$ cat src/hdl/lpc_pkg.sv
// Package for the LRU page cache slot manager: types, op codes, sizes.
package lpc_pkg;
    localparam int NUM_SLOTS_DEF = 16;
    localparam int PAGE_W        = 32;
    localparam int SLOT_W        = 4;
    localparam int OP_W          = 3;

    localparam logic [OP_W-1:0] OP_ACCESS = 3'd0;
    localparam logic [OP_W-1:0] OP_DIRTY  = 3'd1;
    localparam logic [OP_W-1:0] OP_INSTALL = 3'd2;
    localparam logic [OP_W-1:0] OP_COMMIT = 3'd3;
    localparam logic [OP_W-1:0] OP_INVAL  = 3'd4;

    typedef struct packed {
        logic [OP_W-1:0]   op;
        logic [PAGE_W-1:0] page;
    } t_in;

    typedef struct packed {
        logic              hit;
        logic [SLOT_W-1:0] slot;
        logic              fill;
        logic              writeback;
        logic [PAGE_W-1:0] wb_page;
        logic [SLOT_W-1:0] wb_slot;
        logic              last;
    } t_out;

    // controller -> datapath
    typedef struct packed {
        logic load;     // capture input beat
        logic lookup;   // register match / free / lru search
        logic access;   // apply access update, emit result
        logic scan;     // commit: examine slot at scan index
        logic inval;    // clear all
        logic other;    // emit empty result
    } t_cmd;

    // datapath -> controller
    typedef struct packed {
        logic is_access;
        logic is_commit;
        logic is_inval;
        logic scan_done;
    } t_sts;
endpackage

$ cat src/hdl/lru_page_cache_slot_manager.sv
// Top level: LRU page cache slot manager.
// Access ops: lookup registered in decode; access updates and registers the result.
// Commit: one slot examined per cycle by the scan counter. New ops wait for idle.
// Invalidate and unused ops: empty result from decode. Results cannot be stalled.
// Synchronous active-low reset empties the cache and idles the controller.
module lru_page_cache_slot_manager
    import lpc_pkg::*;
#(
    parameter int NUM_SLOTS = NUM_SLOTS_DEF
) (
    input  logic i_clk,
    input  logic i_rst_n,
    input  logic start,
    output logic busy,
    input  t_in  i_in,
    output logic o_strobe,
    output t_out o_res
);
    t_cmd w_cmd;
    t_sts w_sts;

    lpc_ctrl u_ctrl (
        .i_clk(i_clk), .i_rst_n(i_rst_n), .i_start(start),
        .i_sts(w_sts), .o_cmd(w_cmd), .o_busy(busy)
    );

    lpc_datapath #(.NUM_SLOTS(NUM_SLOTS)) u_dp (
        .i_clk(i_clk), .i_rst_n(i_rst_n), .i_in(i_in), .i_cmd(w_cmd),
        .o_sts(w_sts), .o_strobe(o_strobe), .o_res(o_res)
    );
endmodule

$ cat src/hdl/lpc_datapath.sv
// Datapath: slot tags, valid/dirty bits, LRU age counters, result register.
module lpc_datapath
    import lpc_pkg::*;
#(
    parameter int NUM_SLOTS = NUM_SLOTS_DEF
) (
    input  logic i_clk,
    input  logic i_rst_n,
    input  t_in  i_in,
    input  t_cmd i_cmd,
    output t_sts o_sts,
    output logic o_strobe,
    output t_out o_res
);
    localparam int IW = $clog2(NUM_SLOTS);

    logic [PAGE_W-1:0] r_tag [NUM_SLOTS];
    logic [NUM_SLOTS-1:0] r_valid, r_dirty;
    logic [NUM_SLOTS-1:0] n_valid, n_dirty;
    // age rank: 0 = MRU; valid slots hold distinct ranks 0..count-1
    logic [IW-1:0] r_age [NUM_SLOTS];
    t_in r_req;
    logic [IW-1:0] r_idx, n_idx;
    logic r_hit;
    logic [IW-1:0] r_sel;
    logic [IW:0] r_scan;
    logic r_any;
    logic r_strobe, n_strobe;
    t_out r_res, n_res;

    logic [NUM_SLOTS-1:0] w_match, w_free, w_lru;
    logic [NUM_SLOTS-1:0] w_rest;
    logic w_hitc, w_freec;
    logic [IW-1:0] w_hidx, w_fidx, w_lidx, w_old;
    logic [IW-1:0] w_scan_i;
    logic w_scan_end;

    always_comb begin
        w_hitc = 1'b0; w_freec = 1'b0;
        w_hidx = '0; w_fidx = '0; w_lidx = '0;
        for (int i = 0; i < NUM_SLOTS; i++) begin
            w_match[i] = r_valid[i] && (r_tag[i] == r_req.page);
            w_free[i]  = !r_valid[i];
            w_lru[i]   = r_valid[i] && (r_age[i] == IW'(NUM_SLOTS - 1));
        end
        for (int i = NUM_SLOTS - 1; i >= 0; i--) begin
            if (w_match[i]) begin w_hitc = 1'b1; w_hidx = IW'(i); end
            if (w_free[i]) begin w_freec = 1'b1; w_fidx = IW'(i); end
            if (w_lru[i]) w_lidx = IW'(i);
        end
    end

    assign w_scan_i = r_scan[IW-1:0];
    assign w_scan_end = r_scan == (IW+1)'(NUM_SLOTS);
    assign w_old = r_age[r_idx];
    // dirty slots above the one being scanned
    assign w_rest = (r_valid & r_dirty) >> (r_scan + (IW+1)'(1));

    always_comb begin
        n_idx = w_hitc ? w_hidx : (w_freec ? w_fidx : w_lidx);
    end

    always_comb begin
        n_valid  = r_valid;
        n_dirty  = r_dirty;
        n_strobe = 1'b0;
        n_res    = r_res;
        if (i_cmd.access) begin
            n_valid[r_idx] = 1'b1;
            n_dirty[r_idx] = (r_req.op != OP_ACCESS) || (r_hit && r_dirty[r_idx]);
            n_strobe = 1'b1;
            n_res = '0;
            n_res.hit = r_hit;
            n_res.slot = SLOT_W'(r_sel);
            n_res.fill = !r_hit && (r_req.op != OP_INSTALL);
            n_res.last = 1'b1;
            if (!r_hit && r_valid[r_idx] && r_dirty[r_idx]) begin
                n_res.writeback = 1'b1;
                n_res.wb_page = r_tag[r_idx];
                n_res.wb_slot = SLOT_W'(r_idx);
            end
        end
        if (i_cmd.scan) begin
            if (w_scan_end) begin
                if (!r_any) begin
                    n_strobe = 1'b1;
                    n_res = '0;
                    n_res.last = 1'b1;
                end
            end else if (r_valid[w_scan_i] && r_dirty[w_scan_i]) begin
                n_dirty[w_scan_i] = 1'b0;
                n_strobe = 1'b1;
                n_res = '0;
                n_res.writeback = 1'b1;
                n_res.wb_page = r_tag[w_scan_i];
                n_res.wb_slot = SLOT_W'(w_scan_i);
                n_res.last = w_rest == '0;
            end
        end
        if (i_cmd.other || i_cmd.inval) begin
            n_strobe = 1'b1;
            n_res = '0;
            n_res.last = 1'b1;
        end
        if (!i_rst_n || i_cmd.inval) begin
            n_valid = '0;
            n_dirty = '0;
        end
        if (!i_rst_n) n_strobe = 1'b0;
    end

    always_ff @(posedge i_clk) begin
        if (i_cmd.load) begin
            r_req <= i_in;
            r_scan <= '0;
            r_any <= 1'b0;
        end
        if (i_cmd.lookup) begin
            r_idx <= n_idx;
            r_hit <= w_hitc;
            r_sel <= n_idx;
        end
        if (i_cmd.access) begin
            for (int i = 0; i < NUM_SLOTS; i++) begin
                if (IW'(i) == r_idx) r_age[i] <= '0;
                else if (r_valid[i] && (!r_valid[r_idx] || r_age[i] < w_old))
                    r_age[i] <= r_age[i] + 1'b1;
            end
            r_tag[r_idx] <= r_req.page;
        end
        if (i_cmd.scan && !w_scan_end) begin
            r_scan <= r_scan + 1'b1;
            if (r_valid[w_scan_i] && r_dirty[w_scan_i]) r_any <= 1'b1;
        end
        r_valid  <= n_valid;
        r_dirty  <= n_dirty;
        r_strobe <= n_strobe;
        r_res    <= n_res;
    end

    assign o_sts.is_access = r_req.op <= OP_INSTALL;
    assign o_sts.is_commit = r_req.op == OP_COMMIT;
    assign o_sts.is_inval  = r_req.op == OP_INVAL;
    assign o_sts.scan_done = w_scan_end;
    assign o_strobe = r_strobe;
    assign o_res = r_res;
endmodule

$ cat src/hdl/lpc_ctrl.sv
// Controller state machine sequencing lookup, update, commit scan and invalidate.
module lpc_ctrl
    import lpc_pkg::*;
(
    input  logic i_clk,
    input  logic i_rst_n,
    input  logic i_start,
    input  t_sts i_sts,
    output t_cmd o_cmd,
    output logic o_busy
);
    typedef enum logic [4:0] {
        S_IDLE   = 5'b00001,
        S_DECODE = 5'b00010,
        S_ACCESS = 5'b00100,
        S_SCAN   = 5'b01000,
        S_DONE   = 5'b10000
    } t_state;

    t_state r_state, n_state;

    always_comb begin
        n_state = r_state;
        o_cmd = '0;
        case (r_state)
            S_IDLE: begin
                if (i_start) begin
                    o_cmd.load = 1'b1;
                    n_state = S_DECODE;
                end
            end
            S_DECODE: begin
                if (i_sts.is_access) begin
                    o_cmd.lookup = 1'b1;
                    n_state = S_ACCESS;
                end else if (i_sts.is_commit) begin
                    n_state = S_SCAN;
                end else begin
                    o_cmd.inval = i_sts.is_inval;
                    o_cmd.other = !i_sts.is_inval;
                    n_state = S_IDLE;
                end
            end
            S_ACCESS: begin
                o_cmd.access = 1'b1;
                n_state = S_IDLE;
            end
            S_SCAN: begin
                o_cmd.scan = 1'b1;
                if (i_sts.scan_done) n_state = S_IDLE;
            end
            default: n_state = S_IDLE;
        endcase
    end

    always_ff @(posedge i_clk) begin
        if (!i_rst_n) begin
            r_state <= S_IDLE;
        end else begin
            r_state <= n_state;
        end
    end

    assign o_busy = r_state != S_IDLE;
endmodule

$ cat config.mk
export PLATFORM = sky130hd
export DESIGN_NAME = lru_page_cache_slot_manager
export DESIGN_NICKNAME = d
export VERILOG_FILES = /design/src/hdl/lpc_pkg.sv /design/src/hdl/lru_page_cache_slot_manager.sv /design/src/hdl/lpc_datapath.sv /design/src/hdl/lpc_ctrl.sv
export SDC_FILE = /design/constraint.sdc
export NUM_CORES = 2
export LEC_CHECK = 0
export ABC_CLOCK_PERIOD_IN_PS = 3900
export BUFFER_PORTS_ARGS = -buffer_cell sky130_fd_sc_hd__buf_2
export CORE_MARGIN = 1
export CORE_UTILIZATION = 50
export DETAILED_ROUTE_END_ITERATION = 7
export PLACE_DENSITY = 0.79
export SLEW_MARGIN = 40
export SYNTH_ARGS = -nofsm -noshare
export SYNTH_HDL_FRONTEND = slang
export SYNTH_SLANG_ARGS = --single-unit
$ cat constraint.sdc
create_clock -name i_clk -period 3.9 [get_ports i_clk]
set_clock_uncertainty 0.05 [all_clocks]
set_input_delay 0.585 -clock i_clk [delete_from_list [all_inputs] [get_ports i_clk]]
set_output_delay 0.585 -clock i_clk [all_outputs]
set_load 0.05 [all_outputs]
* Word-level counts from Yosys, hierarchy flattened *
Memories as Yosys holds them, arrays and structs flattened. A register that Yosys moved wholly into a read port is not among the register bits.
Index checks and enable logic that the tools add are counted.

word-level totals
  memories = 2
  register bits = 128
  bits of input ports = 38
  memory bits (writable) = 576
  output and inout port bits = 46
  word-level logic and storage cells = 483

memories
  name        depth  bits a word  rd ports  clocked after memory_dff  write ports  line                text
  u_dp.r_tag  16     32           18        2                         1            lpc_datapath.sv:17  logic [PAGE_W-1:0] r_tag [NUM_SLOTS];
  u_dp.r_age  16     4            17        1                         16           lpc_datapath.sv:21  logic [IW-1:0] r_age [NUM_SLOTS];

cells by class
  magnitude comparators = 21
  equal/unequal tests = 58
  mux-type cells = 262
  add/sub/neg operators = 17
  reductions and logical operators = 85
  bitwise operators = 20
  shifts and indexed selects = 1

operator list
  operator                                                               number
  32-bit equality test                                                   16
  4-bit two-way mux                                                      71
  44-bit two-way mux                                                     5
  1-bit two-way mux                                                      166
  4-bit by 1-bit adder with 4-bit output (second input constant)         16
  4-bit equality test (second input constant)                            16
  4-bit < comparator                                                     16
  16-bit two-way mux                                                     4
  1-bit logical AND                                                      56
  37-bit two-way mux                                                     1
  16-bit bitwise AND                                                     2
  4-bit equality test (first input constant)                             8
  5-bit two-way mux                                                      4
  1-bit logical OR                                                       19
  1-bit binary-select mux with 4-bit select                              4
  16-bit bitwise mux                                                     1
  3-bit by 4-bit equality test with 1-bit output (first input constant)  4
  16-bit zero test                                                       1
  16-bit inverter                                                        1
  1-bit OR                                                               16
  16-bit OR                                                              1
  16-bit by 5-bit >> shifter with 16-bit output                          1
  5-bit case mux with 3 select lines                                     1
  4-bit by 5-bit < comparator with 1-bit output (second input constant)  2
  23 further kinds                                                       32

* Logic depth before layout (Yosys ltp) *
An unclocked memory read counts as a cell.

  depth after elaboration = 22
  mapped depth = 13
  mapped depth without buffers = 9

* Modules after synthesis *
A second synthesis with hierarchy kept.

second synthesis, totals
  cells, all modules = 3,033
  area total of the unflattened synthesis = 41,424.7 µm²

modules (own cells, without submodules)
  module        instances  cells each  area an instance (µm²)  sequential area each (µm²)
  lpc_datapath  1          3,006       41,159.5                20,369.5
  lpc_ctrl      1          27          265.3                   80.1

* Worst setup path before layout *
OpenSTA, ideal clock, no wires.

  path kind = register to register
  start = register with a tool-made name
  end = memory u_dp.r_age[2][0] in the netlist's numbering (enable)
  path buffers = 4
  slack = -0.054 ns
  arrival = 3.564 ns
  cell stages (with the launch flop) = 14
  path through = dfxtp_1 buf_2 clkbuf_1 buf_2 buf_2 mux4_2 mux4_2 inv_1 ha_1 o21ai_0 o21bai_1 nand2_1 nand2_1 a21oi_1

RTL lines
  item              line
  end: declaration  lpc_datapath.sv:21

==> results_dict.tcl <==
set metrics [dict create \
    cts_tree "yes" \
    core_area_um2 82110 \
    power_density_nw_per_um2 401.5 \
    drive_above_1_share 0.2469 \
    synthCells 3093 \
    syn_nets 3199 \
    yosys-top-cells-area "edfxtp_1, mux4_2, xor2_1" \
    holdBufCountCts 0 \
    vias 32170 \
    utilization 0.5813 \
    cp-start-kind "flip-flop" \
    clkLatencyLatePin_ns 0.67 \
    yosysWarnings 0 \
    synth_cell_type_count 64 \
    post-route-period-util 0.9148 \
    syn_area_um2 41540 \
    h-tree-depth 3 \
    worst-setup-path-type "flip-flop to flip-flop" \
    post_cts_buffers 0 \
    grt_setup_unrepaired "no" \
    layout.nets 3413 \
    die_h_um 290.2 \
    p_total_uw 19160 \
    die_area_um2 84230 \
    p_leak_uw 0.01536 \
    setup_slack_ns 0.3324 \
    hold_path.class "input pin to flip-flop" \
    cts_resized 0 \
    ys_seq_area_frac 0.4923 \
    cpPeakStageDelay_ns 0.85 \
    crit_path_end_kind "flip-flop" \
    antenna_found_initial 15 \
    max_freq_mhz 280.3 \
    grt_first_pass_wirelength_um 251100 \
    setup_tns_ns 0 \
    vias_per_cell 7.232 \
    dp_hpwl_um 138800 \
    vdd_drop_max_v 0.0004069 \
    ys_ff_latch 711 \
    grt_overflow 0 \
    place_ws_ns 0.4039 \
    yosysTopAreaCellShare 0.4490 \
    wirelength_um 184300 \
    clock_path_buffers 3 \
    async_flop_share 0 \
    relSlewSlack 0.3509 \
    die_w_um 290.2 \
    cts-buffers-inserted 81 \
    yosys.area.top_type "edfxtp_1" \
    final_common_cell "edfxtp_1" \
    grt_pass1_vias 30260 \
    path_max_fanout 18 \
    clk_pin_slew_worst_paths_ns 0.06 \
    grt_max_degree 129 \
    cts_root_buffer "clkbuf_16" \
    setup_viol 0 \
    routabilityCongestion 1.157 \
    arrival_ns 4.11 \
    status "complete, no violations" \
    track_usage 0.4360 \
    drv_slew 0 \
    antenna_left 0 \
    port_buffers 83 \
    period_needed_ns 3.568 \
    avgRoutedWirePerCell_um 41.43 \
    drt_pass1_iterations 6 \
    cts_sinks 711 \
    maxCapViolations 0 \
    rows 105 \
    syn_to_final_growth_pct 14.92 \
    final_cell_mix "edfxtp_1, xor2_1, mux4_2, buf_4, xnor2_1" \
    synthFlopType "edfxtp_1" \
    drt_iter0_drc 5391 \
    drc 0 \
    critPathRequiredTime_ns 4.44 \
    worstMarginPinSlew_ns 0.9704 \
    synth-edff-count 621 \
    start_util 0.5059 \
    synth.avg_cell_area_um2 13.43 \
    ios 84 \
    crit_path_cell_trace "buf_4 > inv_1 > a221oi_1 > and3_1 > nand3_1 > o211a_1 > o2111ai_1 > nand4b_1 > a31oi_1" \
    hold_viol 0 \
    cpMaxStageDelayCell "edfxtp_1" \
]
==> synthesized netlist by cell type, drive strengths merged (11+ instances only) <==
| library cell | instances |
|---|---|
| a211oi | 87 |
| a21oi | 63 |
| a22oi | 34 |
| a31oi | 11 |
| buf | 128 |
| clkbuf | 81 |
| dfxtp | 90 |
| edfxtp | 621 |
| ha | 68 |
| inv | 38 |
| mux2i | 33 |
| mux4 | 325 |
| nand2 | 149 |
| nand2b | 24 |
| nand3 | 71 |
| nand4 | 115 |
| nand4b | 14 |
| nor2 | 188 |
| nor2b | 42 |
| nor3 | 35 |
| nor4 | 152 |
| nor4b | 21 |
| o21ai | 39 |
| o21bai | 17 |
| o221ai | 12 |
| or4 | 16 |
| xnor2 | 180 |
| xor2 | 365 |
==> report_power, final <==
part           switching [uW]  internal [uW]  total, uW
clock network            3370           4890       8260
registers                 179           8340       8520
logic                    1560            828       2390
==> metal layers <==
metal  vias up  part of all wire  global-route usage
li1      12640                 -                   -
met1     16210              0.35              0.5568
met2      2695              0.43              0.6421
met3       611              0.13              0.1376
met4        14             0.082              0.2826
met5         -           0.00081            0.007374
==> critical path, delay by kind of cell, from the launching register on <==
kind | cells | cell delay, ns
flip-flops | 1 | 0.85
buffers and inverters | 2 | 0.41
AO/OA/AOI/OAI | 4 | 1.33
AND/OR/NAND/NOR | 3 | 0.86
==> final timing paths <==
kind	endpoint	slack, ns	start	cells after the start
setup reg to reg	flip-flop	0.33	u_dp.r_req[19]	9
hold / removal	u_dp.r_req[31]	0.04	i_in[31]	1
setup / recovery	flip-flop	0.33	u_dp.r_req[19]	9
hold reg to reg	u_dp.o_res[40]	0.41	u_dp.o_res[40]	2
==> area by class of cell <==
type	count	area [um^2]
Tap cell	1070	1339
Antenna cell	4	10.01
Clock inverter	55	665.6
Timing Repair Buffer	340	2775
Fill cell	6303	34380
Inverter	38	146.4
Clock buffer	95	2175
Multi-Input combinational cell	2135	20150
Sequential cell	711	20470
==> registers in the layout, summed over array words and instances (netlist names), named ones only <==
register        cells
u_ctrl.r_state      4
u_dp.r_dirty       16
u_dp.r_age         64
u_dp.r_scan         5
u_dp.r_valid       16
u_dp.r_tag        512
u_dp.o_res         44
u_dp.r_idx          4
u_dp.r_any          1
u_dp.r_req         35
u_dp.r_hit          1
u_dp.o_strobe       1
==> through the flow <==
step	cells	area [um^2]	hold WS, ns
6_report	4448	47730	0.04110
2_1_floorplan	3093	41540	0.3852
5_1_grt	4444	47720	0.03124
3_5_place_dp	4292	44810	0.4022
4_1_cts	4442	47650	0.02803
3_3_place_gp	4289	44740	0.3945
==> cells by family after synthesis <==
family	Yosys count	share of synthesized area
buffers and inverters	247	0.02729
XOR/XNOR	545	0.1149
flip-flops	711	0.4923
AO/OA/AOI/OAI	302	0.04997
AND/OR/NAND/NOR	861	0.1099
multiplexers	359	0.1851
adder cells (fa/ha/maj)	68	0.02048
Note: power is estimated with default switching activity, not from simulation.
